--- src/rtl/assert_macros.svh ---
// Assertion macros for the RTL files of the block; apd_back includes them.
// Both macros sample on the rising edge of clk and are disabled while arst_n is low.
`ifndef ASSERT_MACROS_SVH
`define ASSERT_MACROS_SVH
`ifndef SYNTHESIS
// Check that cons holds in the same cycle as ante.
`define APD_ASSERT_SAME(label, ante, cons) \
	label: assert property (@(posedge clk) disable iff (!arst_n) (ante) |-> (cons)) \
		else $error("apd assertion failed");
// Check that cons holds in the cycle after ante.
`define APD_ASSERT_NEXT(label, ante, cons) \
	label: assert property (@(posedge clk) disable iff (!arst_n) (ante) |=> (cons)) \
		else $error("apd assertion failed");
`else
`define APD_ASSERT_SAME(label, ante, cons)
`define APD_ASSERT_NEXT(label, ante, cons)
`endif
`endif

--- src/rtl/apd_pkg.sv ---
package apd_pkg;

	// Depth limits and growth step
	localparam int MIN_DEPTH_MS = 200;
	localparam int MAX_DEPTH_MS = 1200;
	localparam int STEP_MS      = 100;

	// Highest offset the depth range allows, saturated to the 4-bit field
	localparam int STEP_RAW = (MAX_DEPTH_MS > MIN_DEPTH_MS) ?
		(MAX_DEPTH_MS - MIN_DEPTH_MS) / STEP_MS : 0;
	localparam logic [3:0] STEP_LIMIT = (STEP_RAW > 15) ? 4'd15 : 4'(STEP_RAW);

	// Register indexes on the configuration port
	localparam logic [2:0] REG_ADAPTIVE_ENABLE  = 3'd0;
	localparam logic [2:0] REG_BASE_DEPTH_MS    = 3'd1;
	localparam logic [2:0] REG_WINDOW_LENGTH_MS = 3'd2;
	localparam logic [2:0] REG_RATE_THRESHOLD   = 3'd3;
	localparam logic [2:0] REG_DECAY_QUIET_MS   = 3'd4;

	typedef struct packed {
		logic [31:0] recovery_total;
		logic [31:0] time_ms;
	} obs_t;

	typedef struct packed {
		logic [15:0] effective_depth_ms;
		logic [3:0]  offset_step_count;
		logic [31:0] transition_count;
	} res_t;

	typedef struct packed {
		logic        adaptive_enable;
		logic [15:0] base_depth_ms;
		logic [15:0] window_length_ms;
		logic [7:0]  rate_threshold;
		logic [15:0] decay_quiet_ms;
	} cfg_t;

	typedef enum logic {
		KIND_BASELINE = 1'b0,
		KIND_UPDATE   = 1'b1
	} kind_t;

	// One classified item between front and back
	typedef struct packed {
		kind_t       kind;
		logic [31:0] delta;
		logic [31:0] now;
	} entry_t;

endpackage

--- src/rtl/apd_front.sv ---
module apd_front (
	input  logic          clk,
	input  logic          arst_n,
	input  logic          obs_valid,
	output logic          obs_ready,
	input  apd_pkg::obs_t obs_data,
	input  logic          q_full,
	output logic          push,
	output apd_pkg::entry_t entry
);
	import apd_pkg::*;

	logic        baseline_taken_q;
	logic [31:0] prev_total_q;

	// Take an item whenever the queue has room
	assign obs_ready = !q_full;
	assign push      = obs_valid && obs_ready;

	// Classify: the first item only sets the baseline, later ones carry the delta
	always_comb begin
		entry.kind  = baseline_taken_q ? KIND_UPDATE : KIND_BASELINE;
		entry.delta = obs_data.recovery_total - prev_total_q;
		entry.now   = obs_data.time_ms;
	end

	// Track the previous counter value in either mode
	always_ff @(posedge clk or negedge arst_n) begin
		if (!arst_n) begin
			baseline_taken_q <= 1'b0;
			prev_total_q     <= '0;
		end else if (push) begin
			baseline_taken_q <= 1'b1;
			prev_total_q     <= obs_data.recovery_total;
		end
	end

endmodule

--- src/rtl/apd_queue.sv ---
module apd_queue (
	input  logic            clk,
	input  logic            arst_n,
	input  logic            push,
	input  apd_pkg::entry_t push_entry,
	output logic            full,
	input  logic            pop,
	output logic            not_empty,
	output apd_pkg::entry_t pop_entry
);
	import apd_pkg::*;

	entry_t     mem_q [2];
	logic       wr_ptr_q;
	logic       rd_ptr_q;
	logic [1:0] count_q;

	assign full      = (count_q == 2'd2);
	assign not_empty = (count_q != 2'd0);
	assign pop_entry = mem_q[rd_ptr_q];

	// Store pushed items
	always_ff @(posedge clk) begin
		if (push) begin
			mem_q[wr_ptr_q] <= push_entry;
		end
	end

	// Advance pointers and fill count
	always_ff @(posedge clk or negedge arst_n) begin
		if (!arst_n) begin
			wr_ptr_q <= 1'b0;
			rd_ptr_q <= 1'b0;
			count_q  <= 2'd0;
		end else begin
			if (push) begin
				wr_ptr_q <= !wr_ptr_q;
			end
			if (pop) begin
				rd_ptr_q <= !rd_ptr_q;
			end
			case ({push, pop})
				2'b10:   count_q <= count_q + 2'd1;
				2'b01:   count_q <= count_q - 2'd1;
				default: count_q <= count_q;
			endcase
		end
	end

endmodule

--- src/rtl/apd_back.sv ---
`include "assert_macros.svh"
module apd_back (
	input  logic            clk,
	input  logic            arst_n,
	input  apd_pkg::cfg_t   cfg,
	input  logic            q_not_empty,
	input  apd_pkg::entry_t q_entry,
	output logic            pop,
	output logic            res_valid,
	input  logic            res_ready,
	output apd_pkg::res_t   res_data
);
	import apd_pkg::*;

	logic [31:0] win_start_q;
	logic [31:0] last_rec_q;
	logic [31:0] win_count_q;
	logic [3:0]  offset_q;
	logic [31:0] trans_q;
	logic        res_valid_q;
	res_t        res_q;

	logic [31:0] win_start_d;
	logic [31:0] last_rec_d;
	logic [31:0] win_count_d;
	logic [3:0]  offset_d;
	logic [31:0] trans_d;
	logic [32:0] sum;
	logic [20:0] eff;
	logic [15:0] depth_d;

	// Pop when the output register is free or being emptied
	assign pop       = q_not_empty && (!res_valid_q || res_ready);
	assign res_valid = res_valid_q;
	assign res_data  = res_q;

	// Window, growth and decay update for one item
	always_comb begin
		win_start_d = win_start_q;
		last_rec_d  = last_rec_q;
		win_count_d = win_count_q;
		offset_d    = offset_q;
		trans_d     = trans_q;
		sum         = {1'b0, win_count_q} + {1'b0, q_entry.delta};
		if (q_entry.kind == KIND_BASELINE) begin
			win_start_d = q_entry.now;
			last_rec_d  = q_entry.now;
		end else if (cfg.adaptive_enable) begin
			if (q_entry.delta != 32'd0) begin
				win_count_d = sum[32] ? 32'hFFFF_FFFF : sum[31:0];
				last_rec_d  = q_entry.now;
			end
			if ((q_entry.now - win_start_q) >= {16'd0, cfg.window_length_ms}) begin
				win_start_d = q_entry.now;
				win_count_d = q_entry.delta;
			end
			if (win_count_d >= {24'd0, cfg.rate_threshold}) begin
				if (offset_d < STEP_LIMIT) begin
					offset_d = offset_d + 4'd1;
					trans_d  = trans_d + 32'd1;
				end
				win_count_d = 32'd0;
				win_start_d = q_entry.now;
			end
			if ((offset_d != 4'd0) &&
				((q_entry.now - last_rec_d) >= {16'd0, cfg.decay_quiet_ms})) begin
				offset_d   = offset_d - 4'd1;
				trans_d    = trans_d + 32'd1;
				last_rec_d = q_entry.now;
			end
		end
	end

	// Depth from base and offset, minimum first then maximum; base depth alone when adaptation is off
	always_comb begin
		eff = {5'd0, cfg.base_depth_ms} + 21'(offset_d) * 21'(STEP_MS);
		if (eff < 21'(MIN_DEPTH_MS)) begin
			eff = 21'(MIN_DEPTH_MS);
		end
		if (eff > 21'(MAX_DEPTH_MS)) begin
			eff = 21'(MAX_DEPTH_MS);
		end
		depth_d = cfg.adaptive_enable ? eff[15:0] : cfg.base_depth_ms;
	end

	// Hold adaptation state
	always_ff @(posedge clk or negedge arst_n) begin
		if (!arst_n) begin
			win_start_q <= '0;
			last_rec_q  <= '0;
			win_count_q <= '0;
			offset_q    <= '0;
			trans_q     <= '0;
		end else if (pop) begin
			win_start_q <= win_start_d;
			last_rec_q  <= last_rec_d;
			win_count_q <= win_count_d;
			offset_q    <= offset_d;
			trans_q     <= trans_d;
		end
	end

	// Output register
	always_ff @(posedge clk or negedge arst_n) begin
		if (!arst_n) begin
			res_valid_q <= 1'b0;
		end else if (pop) begin
			res_valid_q <= 1'b1;
		end else if (res_ready) begin
			res_valid_q <= 1'b0;
		end
	end

	always_ff @(posedge clk) begin
		if (pop) begin
			res_q.effective_depth_ms <= depth_d;
			res_q.offset_step_count  <= offset_d;
			res_q.transition_count   <= trans_d;
		end
	end

	`APD_ASSERT_SAME(a_offset_limit, 1'b1, offset_q <= STEP_LIMIT)
	`APD_ASSERT_NEXT(a_pop_fills_out, pop, res_valid_q)
	`APD_ASSERT_NEXT(a_stall_holds_state, res_valid_q && !res_ready,
		$stable(offset_q) && $stable(trans_q) && $stable(win_count_q))

endmodule

--- src/rtl/adaptive_prebuffer_depth_unit.sv ---
// Path: item, two-entry queue, output register. Throughput: one item per cycle
// while res_ready is high; the queue parts the classifier from the window/offset
// update, which commits one item per cycle unless the output stalls. Reset:
// arst_n clears control state asynchronously (not queue or result data) and
// restores register defaults; the next item after reset only takes the baseline.
module adaptive_prebuffer_depth_unit (
	input  logic          clk,
	input  logic          arst_n,
	input  logic          obs_valid,
	output logic          obs_ready,
	input  apd_pkg::obs_t obs_data,
	output logic          res_valid,
	input  logic          res_ready,
	output apd_pkg::res_t res_data,
	input  logic          psel,
	input  logic          penable,
	input  logic          pwrite,
	input  logic [4:0]    paddr,
	input  logic [31:0]   pwdata,
	output logic [31:0]   prdata,
	output logic          pready
);
	import apd_pkg::*;

	cfg_t   cfg_q;
	logic   q_full;
	logic   q_not_empty;
	logic   push;
	logic   pop;
	entry_t push_entry;
	entry_t pop_entry;
	logic   wr_en;

	assign pready = 1'b1;
	assign wr_en  = psel && penable && pwrite;

	// Configuration writes
	always_ff @(posedge clk or negedge arst_n) begin
		if (!arst_n) begin
			cfg_q.adaptive_enable  <= 1'b0;
			cfg_q.base_depth_ms    <= 16'd500;
			cfg_q.window_length_ms <= 16'd10000;
			cfg_q.rate_threshold   <= 8'd3;
			cfg_q.decay_quiet_ms   <= 16'd30000;
		end else if (wr_en) begin
			case (paddr[4:2])
				REG_ADAPTIVE_ENABLE:  cfg_q.adaptive_enable  <= pwdata[0];
				REG_BASE_DEPTH_MS:    cfg_q.base_depth_ms    <= pwdata[15:0];
				REG_WINDOW_LENGTH_MS: cfg_q.window_length_ms <= pwdata[15:0];
				REG_RATE_THRESHOLD:   cfg_q.rate_threshold   <= pwdata[7:0];
				REG_DECAY_QUIET_MS:   cfg_q.decay_quiet_ms   <= pwdata[15:0];
				default: ;
			endcase
		end
	end

	// Register read-back
	always_comb begin
		case (paddr[4:2])
			REG_ADAPTIVE_ENABLE:  prdata = {31'd0, cfg_q.adaptive_enable};
			REG_BASE_DEPTH_MS:    prdata = {16'd0, cfg_q.base_depth_ms};
			REG_WINDOW_LENGTH_MS: prdata = {16'd0, cfg_q.window_length_ms};
			REG_RATE_THRESHOLD:   prdata = {24'd0, cfg_q.rate_threshold};
			REG_DECAY_QUIET_MS:   prdata = {16'd0, cfg_q.decay_quiet_ms};
			default:              prdata = 32'd0;
		endcase
	end

	apd_front u_front (
		.clk       (clk),
		.arst_n    (arst_n),
		.obs_valid (obs_valid),
		.obs_ready (obs_ready),
		.obs_data  (obs_data),
		.q_full    (q_full),
		.push      (push),
		.entry     (push_entry)
	);

	apd_queue u_queue (
		.clk        (clk),
		.arst_n     (arst_n),
		.push       (push),
		.push_entry (push_entry),
		.full       (q_full),
		.pop        (pop),
		.not_empty  (q_not_empty),
		.pop_entry  (pop_entry)
	);

	apd_back u_back (
		.clk         (clk),
		.arst_n      (arst_n),
		.cfg         (cfg_q),
		.q_not_empty (q_not_empty),
		.q_entry     (pop_entry),
		.pop         (pop),
		.res_valid   (res_valid),
		.res_ready   (res_ready),
		.res_data    (res_data)
	);

endmodule
--- config.mk ---
export PLATFORM = sky130hd
export DESIGN_NAME = adaptive_prebuffer_depth_unit
export DESIGN_NICKNAME = d
export VERILOG_FILES = /design/src/rtl/apd_pkg.sv /design/src/rtl/apd_front.sv /design/src/rtl/apd_queue.sv /design/src/rtl/apd_back.sv /design/src/rtl/adaptive_prebuffer_depth_unit.sv
export VERILOG_INCLUDE_DIRS = /design/src /design/src/rtl
export SDC_FILE = /design/constraint.sdc
export NUM_CORES = 1
export LEC_CHECK = 0
export ABC_AREA = 1
export ABC_CLOCK_PERIOD_IN_PS = 18800
export BUFFER_PORTS_ARGS = -buffer_cell sky130_fd_sc_hd__clkbuf_2
export CAP_MARGIN = 20
export CORE_MARGIN = 2
export CORE_UTILIZATION = 55
export DETAILED_ROUTE_END_ITERATION = 10
export PLACE_DENSITY = 0.73
export SLEW_MARGIN = 20
export SYNTH_ARGS = -nofsm -noshare
export SYNTH_HDL_FRONTEND = slang
export SYNTH_HIERARCHICAL = 1
export SYNTH_SLANG_ARGS = --single-unit
export TNS_END_PERCENT = 10
--- constraint.sdc ---
create_clock -name clk -period 18.8 [get_ports clk]
set_input_delay 0.94 -clock clk [delete_from_list [all_inputs] [get_ports clk]]
set_output_delay 0.94 -clock clk [all_outputs]
set_load 0.02 [all_outputs]
==> out/results.txt, run 1 <==
status = completed
Worst EP arrival = 13,720 ps
Max VDD drop = 0.0963 mV
RePlAce Congestion = 0.951
M1 GR Usage = 39.1%
Fill cells = 5,219
vias post-DR = 27,500
share of post-route cells with drive strength above 1 = 9.60%
Slew headroom = 18.1%
RR Endpoint = u_back/res_data[43]
Cell Pwr Density = 171 mW/mm^2
Hold Vio Cnt, Final = 0
vias per cell = 5.27
Crit path largest cell delay = 880 ps
Synth top area share = 17.7%
Max-cap violations = 0
RSZ-0062 raised after global routing = false
Final #Nets = 4,728
Post-synth EDFFs = 182
worst-case reg-to-reg path depth = 67
DP HPWL = 59,000 microns
Die ar. = 0.0581 sq mm
initial core utilization = 55.9%
Clock transition at path regs = 60 ps
Max clock buf depth = 3
clock network fraction of design power = 16.1%
Tot GR Track Use = 27.2%
Max Clock Freq = 74.9 MHz
# IOs = 195
synth unique cells = 61
Avg Synthesized Cell Area = 7.15 sq um
Synth area leaders = edfxtp_1 18%, dfrtp_1 17%, nand2_1 16%
Placement Rows = 86
TritonCTS clock tree = yes
Mapped Area = 0.0309 sq mm
FF-to-FF Start = u_queue/rd_ptr_q
initial antenna violation count = 0
final antenna-violating net count = 0
cell with the most instances after synthesis = nand2_1
router iterations before antenna repair = 8
Switch Pwr = 2770 uW
Reg area = 0.0112 sq mm
Final setup viols = 0
met2 Use GR = 43.1%
vias in the first global route = 25,300
Hold WS = 326 ps
minimum clock period = 13,350 ps
Area Overhead vs Synth = 8.98%
actual slew at the worst max-slew pin = 1210 ps
final core occ = 60.9%
clk root buf = clkbuf_16
port buffer count = 159
CP endpoint kind = flop
Hold Path Class = primary input to async pin
Pleak = 0.0171 uW
commonest cells in the netlist = 1,341 x nand2_1, 631 x inv_1, 338 x o21ai_0
Slew Viols, Final = 0
setup bufs post-CTS = 0
Routed WL = 77,700 microns
width of the die = 241 microns
Sw Share = 48.1%
Synth Instances = 4,322
Setup CP Type = flop to flop
Gates resized, CTS repair = 0
design area = 0.0337 sq mm
Routed WL per cell = 14.9 microns
Num CTS Buffers = 48
Worst Setup Start Kind = flop
core area = 0.0553 sq mm
CP max stage cell = dfrtp_4
Syn. warnings = 6
sequential area share after synthesis = 36.1%
grt ovf = 0
initial drt markers = 2,379
area occupied by multi-input gates = 0.0164 sq mm
first-pass GRT wire length = 127,000 microns
total clock sinks = 409
Die Ht = 241 microns
Clock Skews = 24.8 ps
Area after DPL = 0.0321 sq mm
met3 Use GR = 3.34%
Critical Path RT = 19,160 ps
grt peak-use layer = met2
Reg power frac = 24.3%
CP Max Fanout = 78
Yosys top cell by area = edfxtp_1
htree depth = 2
Worst-Skew Late Latency = 610 ps
R2R setup slack = 5450 ps
Residual DRC = 0
Main synth FF type = dfrtp_1
largest net degree at the start of global routing = 91
Async SR Flop Fraction = 55.5%
Yosys reg bits = 409
Final Power = 5750 uW
Hold Buf Count CTS = 0
Most Frequent Cell on Critical Path = nand2_1
Int Pwr = 2990 uW
final period utilization = 71.0%
Comb power frac = 59.5%
setup TNS = 0 ps
[state kept, by name, indices dropped and copies added, names as in the netlist]
signal and count:
cfg_q 57, u_back/last_rec_q 32, u_back/offset_q 4, u_back/res_data 52
u_back/res_valid 1, u_back/trans_q 32, u_back/win_count_q 32, u_back/win_start_q 32
u_front/baseline_taken_q 1, u_front/prev_total_q 32, u_queue/count_q 2, u_queue/mem_q 130
u_queue/rd_ptr_q 1, u_queue/wr_ptr_q 1
[cells in the final DEF, fill, tap and decap left out, drive strengths merged, types with 10 or more instances in the layout]
cell type / count
a21o: 10
a21oi: 193
buf: 47
clkbuf: 215
clkinv: 27
conb: 17
dfrtp: 207
dfstp: 20
edfxtp: 182
ha: 187
inv: 650
nand2: 1377
nand3: 199
nand3b: 16
nand4: 50
nor2: 326
nor3: 45
nor4: 24
o211ai: 38
o21ai: 398
o21bai: 13
o22ai: 20
xnor2: 44
xor2: 106
[layout make-up]
class	instances	area share (%)
Sequential cell	409	33.2
Tap cell	748	2.78
Clock buffer	57	3.76
Inverter	651	7.25
Clock inverter	33	0.917
Timing Repair Buffer	205	3.42
Antenna cell	1	0.00743
Multi-Input combinational cell	3112	48.7
[cells by family (layout without fill, tap and decap cells)]
family	count (synthesis)	after routing	share of synthesized area, %
mux	2	2	0.0648
other cells	2	18	0.0243
fa+ha+maj	193	193	7.96
flops	409	409	36.1
buf+inv	816	946	11.1
simple gates	2054	2054	28.3
compound gates	696	696	12.1
xor+xnor	150	150	4.27
[worst max-delay path by stage]
stage / startpoint / to / slack [ps]
3_5_place_dp: u_queue/rd_ptr_q / u_back/res_data[43] / 5570
3_3_place_gp: u_queue/rd_ptr_q / u_back/res_data[43] / 5740
6_report: u_queue/rd_ptr_q / u_back/res_data[43] / 5450
2_1_floorplan: u_queue/rd_ptr_q / u_back/res_data[43] / 8600
5_1_grt: u_queue/rd_ptr_q / u_back/res_data[43] / 4220
4_1_cts: u_queue/rd_ptr_q / u_back/res_data[43] / 5590
[power groups by stage]
stage | combinational (uW) | clock (uW) | sequential (uW)
final | 3430 | 928 | 1400
after global routing | 3900 | 990 | 1430
after CTS | 3400 | 950 | 1400
after detailed placement | 3380 | 0 | 1420
after global placement | 3310 | 0 | 1410
after floorplan | 2490 | 0 | 1440
[metal layers]
layer	vias up	wire [microns]
li1	14100	-
met1	12600	36700
met2	756	34400
met3	132	4720
met4	0	1910
met5	-	0
[worst max-delay path, delay by kind of cell, from the launching register on]
family	cells	cell delay [ps]
fa+ha+maj	7	2470
flops	1	880
simple gates	31	4240
buf+inv	7	1170
compound gates	18	3510
xor+xnor	4	760
[through the flow]
| step | instances | setup slack (ps) |
|---|---|---|
| 2_1_floorplan | 4337 | 8600 |
| 3_3_place_gp | 5125 | 5740 |
| 3_5_place_dp | 5125 | 5570 |
| 4_1_cts | 5215 | 5590 |
| 5_1_grt | 5215 | 4220 |
| 6_report | 5216 | 5450 |
No activity file was read; power rests on OpenSTA's default activity.
==> run 2: changes to the inputs <==
--- a/config.mk
+++ b/config.mk
@@ -7,7 +7,7 @@
 export NUM_CORES = 1
 export LEC_CHECK = 0
 export ABC_AREA = 1
-export ABC_CLOCK_PERIOD_IN_PS = 18800
+export ABC_CLOCK_PERIOD_IN_PS = 13350
 export BUFFER_PORTS_ARGS = -buffer_cell sky130_fd_sc_hd__clkbuf_2
 export CAP_MARGIN = 20
 export CORE_MARGIN = 2
==> constraint.sdc (replaced) <==
create_clock -name clk -period 13.35 [get_ports clk]
set_input_delay 0.6675 -clock clk [delete_from_list [all_inputs] [get_ports clk]]
set_output_delay 0.6675 -clock clk [all_outputs]
set_load 0.02 [all_outputs]
==> run 2 against run 1 <==
Worst setup slack got worse by 3900 ps. Sequential share of layout area decreased by 0.097 points. Clock power grew 48%. Design area grew 0.29%. Cell count barely moved. Core utilization up 0.18 points. Die area unchanged. Highest routed layer unchanged.
==> out/results.txt, run 2 (synthesis results as in run 1) <==
status = completed
minimum clock period = 11,830 ps
Cell Pwr Density = 242 mW/mm^2
htree depth = 2
most frequent cells in the layout = 1,341 x nand2_1, 628 x inv_1, 338 x o21ai_0
CP max stage cell = dfrtp_4
Clock Skews = 29.3 ps
largest register by flop count = u_queue/mem_q
vias per cell = 5.27
RR Endpoint = u_back/res_data[43]
Max VDD drop = 0.136 mV
FF-to-FF Start = u_queue/rd_ptr_q
router iterations before antenna repair = 5
first-pass GRT wire length = 127,000 microns
CP Max Fanout = 65
final antenna-violating net count = 0
Pleak = 0.0172 uW
Tot GR Track Use = 27.0%
Hold Buf Count CTS = 0
Worst Setup Start Kind = flop
Max clock buf depth = 3
core area = 0.0553 sq mm
CP endpoint kind = flop
Slew Viols, Final = 0
area occupied by multi-input gates = 0.0164 sq mm
Critical Path RT = 13,710 ps
Hold Vio Cnt, Final = 0
Routed WL = 77,700 microns
R2R setup slack = 1520 ps
share of post-route cells with drive strength above 1 = 9.65%
initial antenna violation count = 0
Num CTS Buffers = 47
vias post-DR = 27,500
max reg flops = 130
Setup CP Type = flop to flop
Placement Rows = 86
clk root buf = clkbuf_16
Slew headroom = 30.1%
Final #Nets = 4,728
worst-case reg-to-reg path depth = 67
setup TNS = 0 ps
Worst-Skew Late Latency = 610 ps
Clock transition at path regs = 60 ps
setup bufs post-CTS = 0
Die ar. = 0.0581 sq mm
Gates resized, CTS repair = 0
Hold Path Class = primary input to async pin
grt ovf = 0
Max Clock Freq = 84.5 MHz
TritonCTS clock tree = yes
Die Ht = 241 microns
largest net degree at the start of global routing = 94
Most Frequent Cell on Critical Path = nand2_1
width of the die = 241 microns
initial core utilization = 55.9%
RePlAce Congestion = 0.960
# IOs = 195
Crit path largest cell delay = 690 ps
Hold WS = 63.1 ps
port buffer count = 159
DP HPWL = 59,500 microns
final period utilization = 88.6%
Max-cap violations = 0
RSZ-0062 raised after global routing = false
Area Overhead vs Synth = 9.30%
Routed WL per cell = 14.9 microns
vias in the first global route = 25,100
Worst EP arrival = 12,190 ps
antenna diode count = 0
Fill cells = 5,254
actual slew at the worst max-slew pin = 1040 ps
Reg area = 0.0112 sq mm
total clock sinks = 409
initial drt markers = 1,897
commonest non-fill, non-tap cell in the layout = nand2_1
Residual DRC = 0
Final setup viols = 0
==> run 2: cell types whose count changed in the layout (fill, tap and decap cells not counted), sizes merged <==
cell	before	now
diode	1	0
bufinv	4	5
clkinv	27	17
clkinvlp	3	5
clkbuf	215	221
inv	650	649
buf	47	48
==> run 2: worst max-delay path by stage <==
stage	start	endpoint	slack, ps	depth (start not counted)
2_1_floorplan	u_queue/rd_ptr_q	u_back/res_data[43]	3150	73
3_3_place_gp	u_queue/rd_ptr_q	u_back/res_data[43]	1810	67
3_5_place_dp	u_queue/rd_ptr_q	u_back/res_data[43]	1540	67
4_1_cts	u_queue/rd_ptr_q	u_back/res_data[43]	1510	67
5_1_grt	u_queue/rd_ptr_q	u_back/res_data[43]	290	70
6_report	u_queue/rd_ptr_q	u_back/res_data[43]	1520	67
==> run 2: final cells by class <==
| cell class | instances | area share, % |
|---|---|---|
| Timing Repair Buffer | 206 | 3.43 |
| Multi-Input combinational cell | 3112 | 48.6 |
| Clock buffer | 63 | 4.03 |
| Sequential cell | 409 | 33.1 |
| Inverter | 651 | 7.23 |
| Clock inverter | 25 | 0.907 |
| Tap cell | 748 | 2.77 |
==> run 2: through the flow <==
stage / total power [uW] / utilization [%] / setup slack (ps) / cells / area (sq um)
after floorplan: 5540 / - / 3150 / 4337 / 31000
after global placement: 6650 / 58.1 / 1810 / 5126 / 32100
after detailed placement: 6760 / 58.1 / 1540 / 5126 / 32100
after CTS: 8170 / 61.1 / 1510 / 5214 / 33800
after global routing: 8940 / 61.1 / 285 / 5214 / 33800
final: 8170 / 61.1 / 1520 / 5214 / 33800
==> run 2: critical path, delay by kind of cell, from the launching register on <==
kind | cells | cell delay, ps
flip-flops | 1 | 690
buffers and inverters | 8 | 940
AO/OA/AOI/OAI | 17 | 3200
XOR/XNOR | 4 | 740
AND/OR/NAND/NOR | 30 | 3410
adder cells (fa/ha/maj) | 8 | 2570
==> run 2: per-layer routing <==
metal	vias up	part of all wire, %	global-route usage, %
met5	-	0	0
met4	0	2.2	7.01
met3	117	6.1	4.14
met2	728	45	43.5
met1	12600	47	38.2
li1	14100	-	-
==> run 2: power by group <==
group          internal [uW]  switching, uW  leakage (uW)
Combinational           1640           3190        0.0118
Sequential              1800            168       0.00456
Clock                    820            548      0.000802
Total                   4260           3910        0.0172
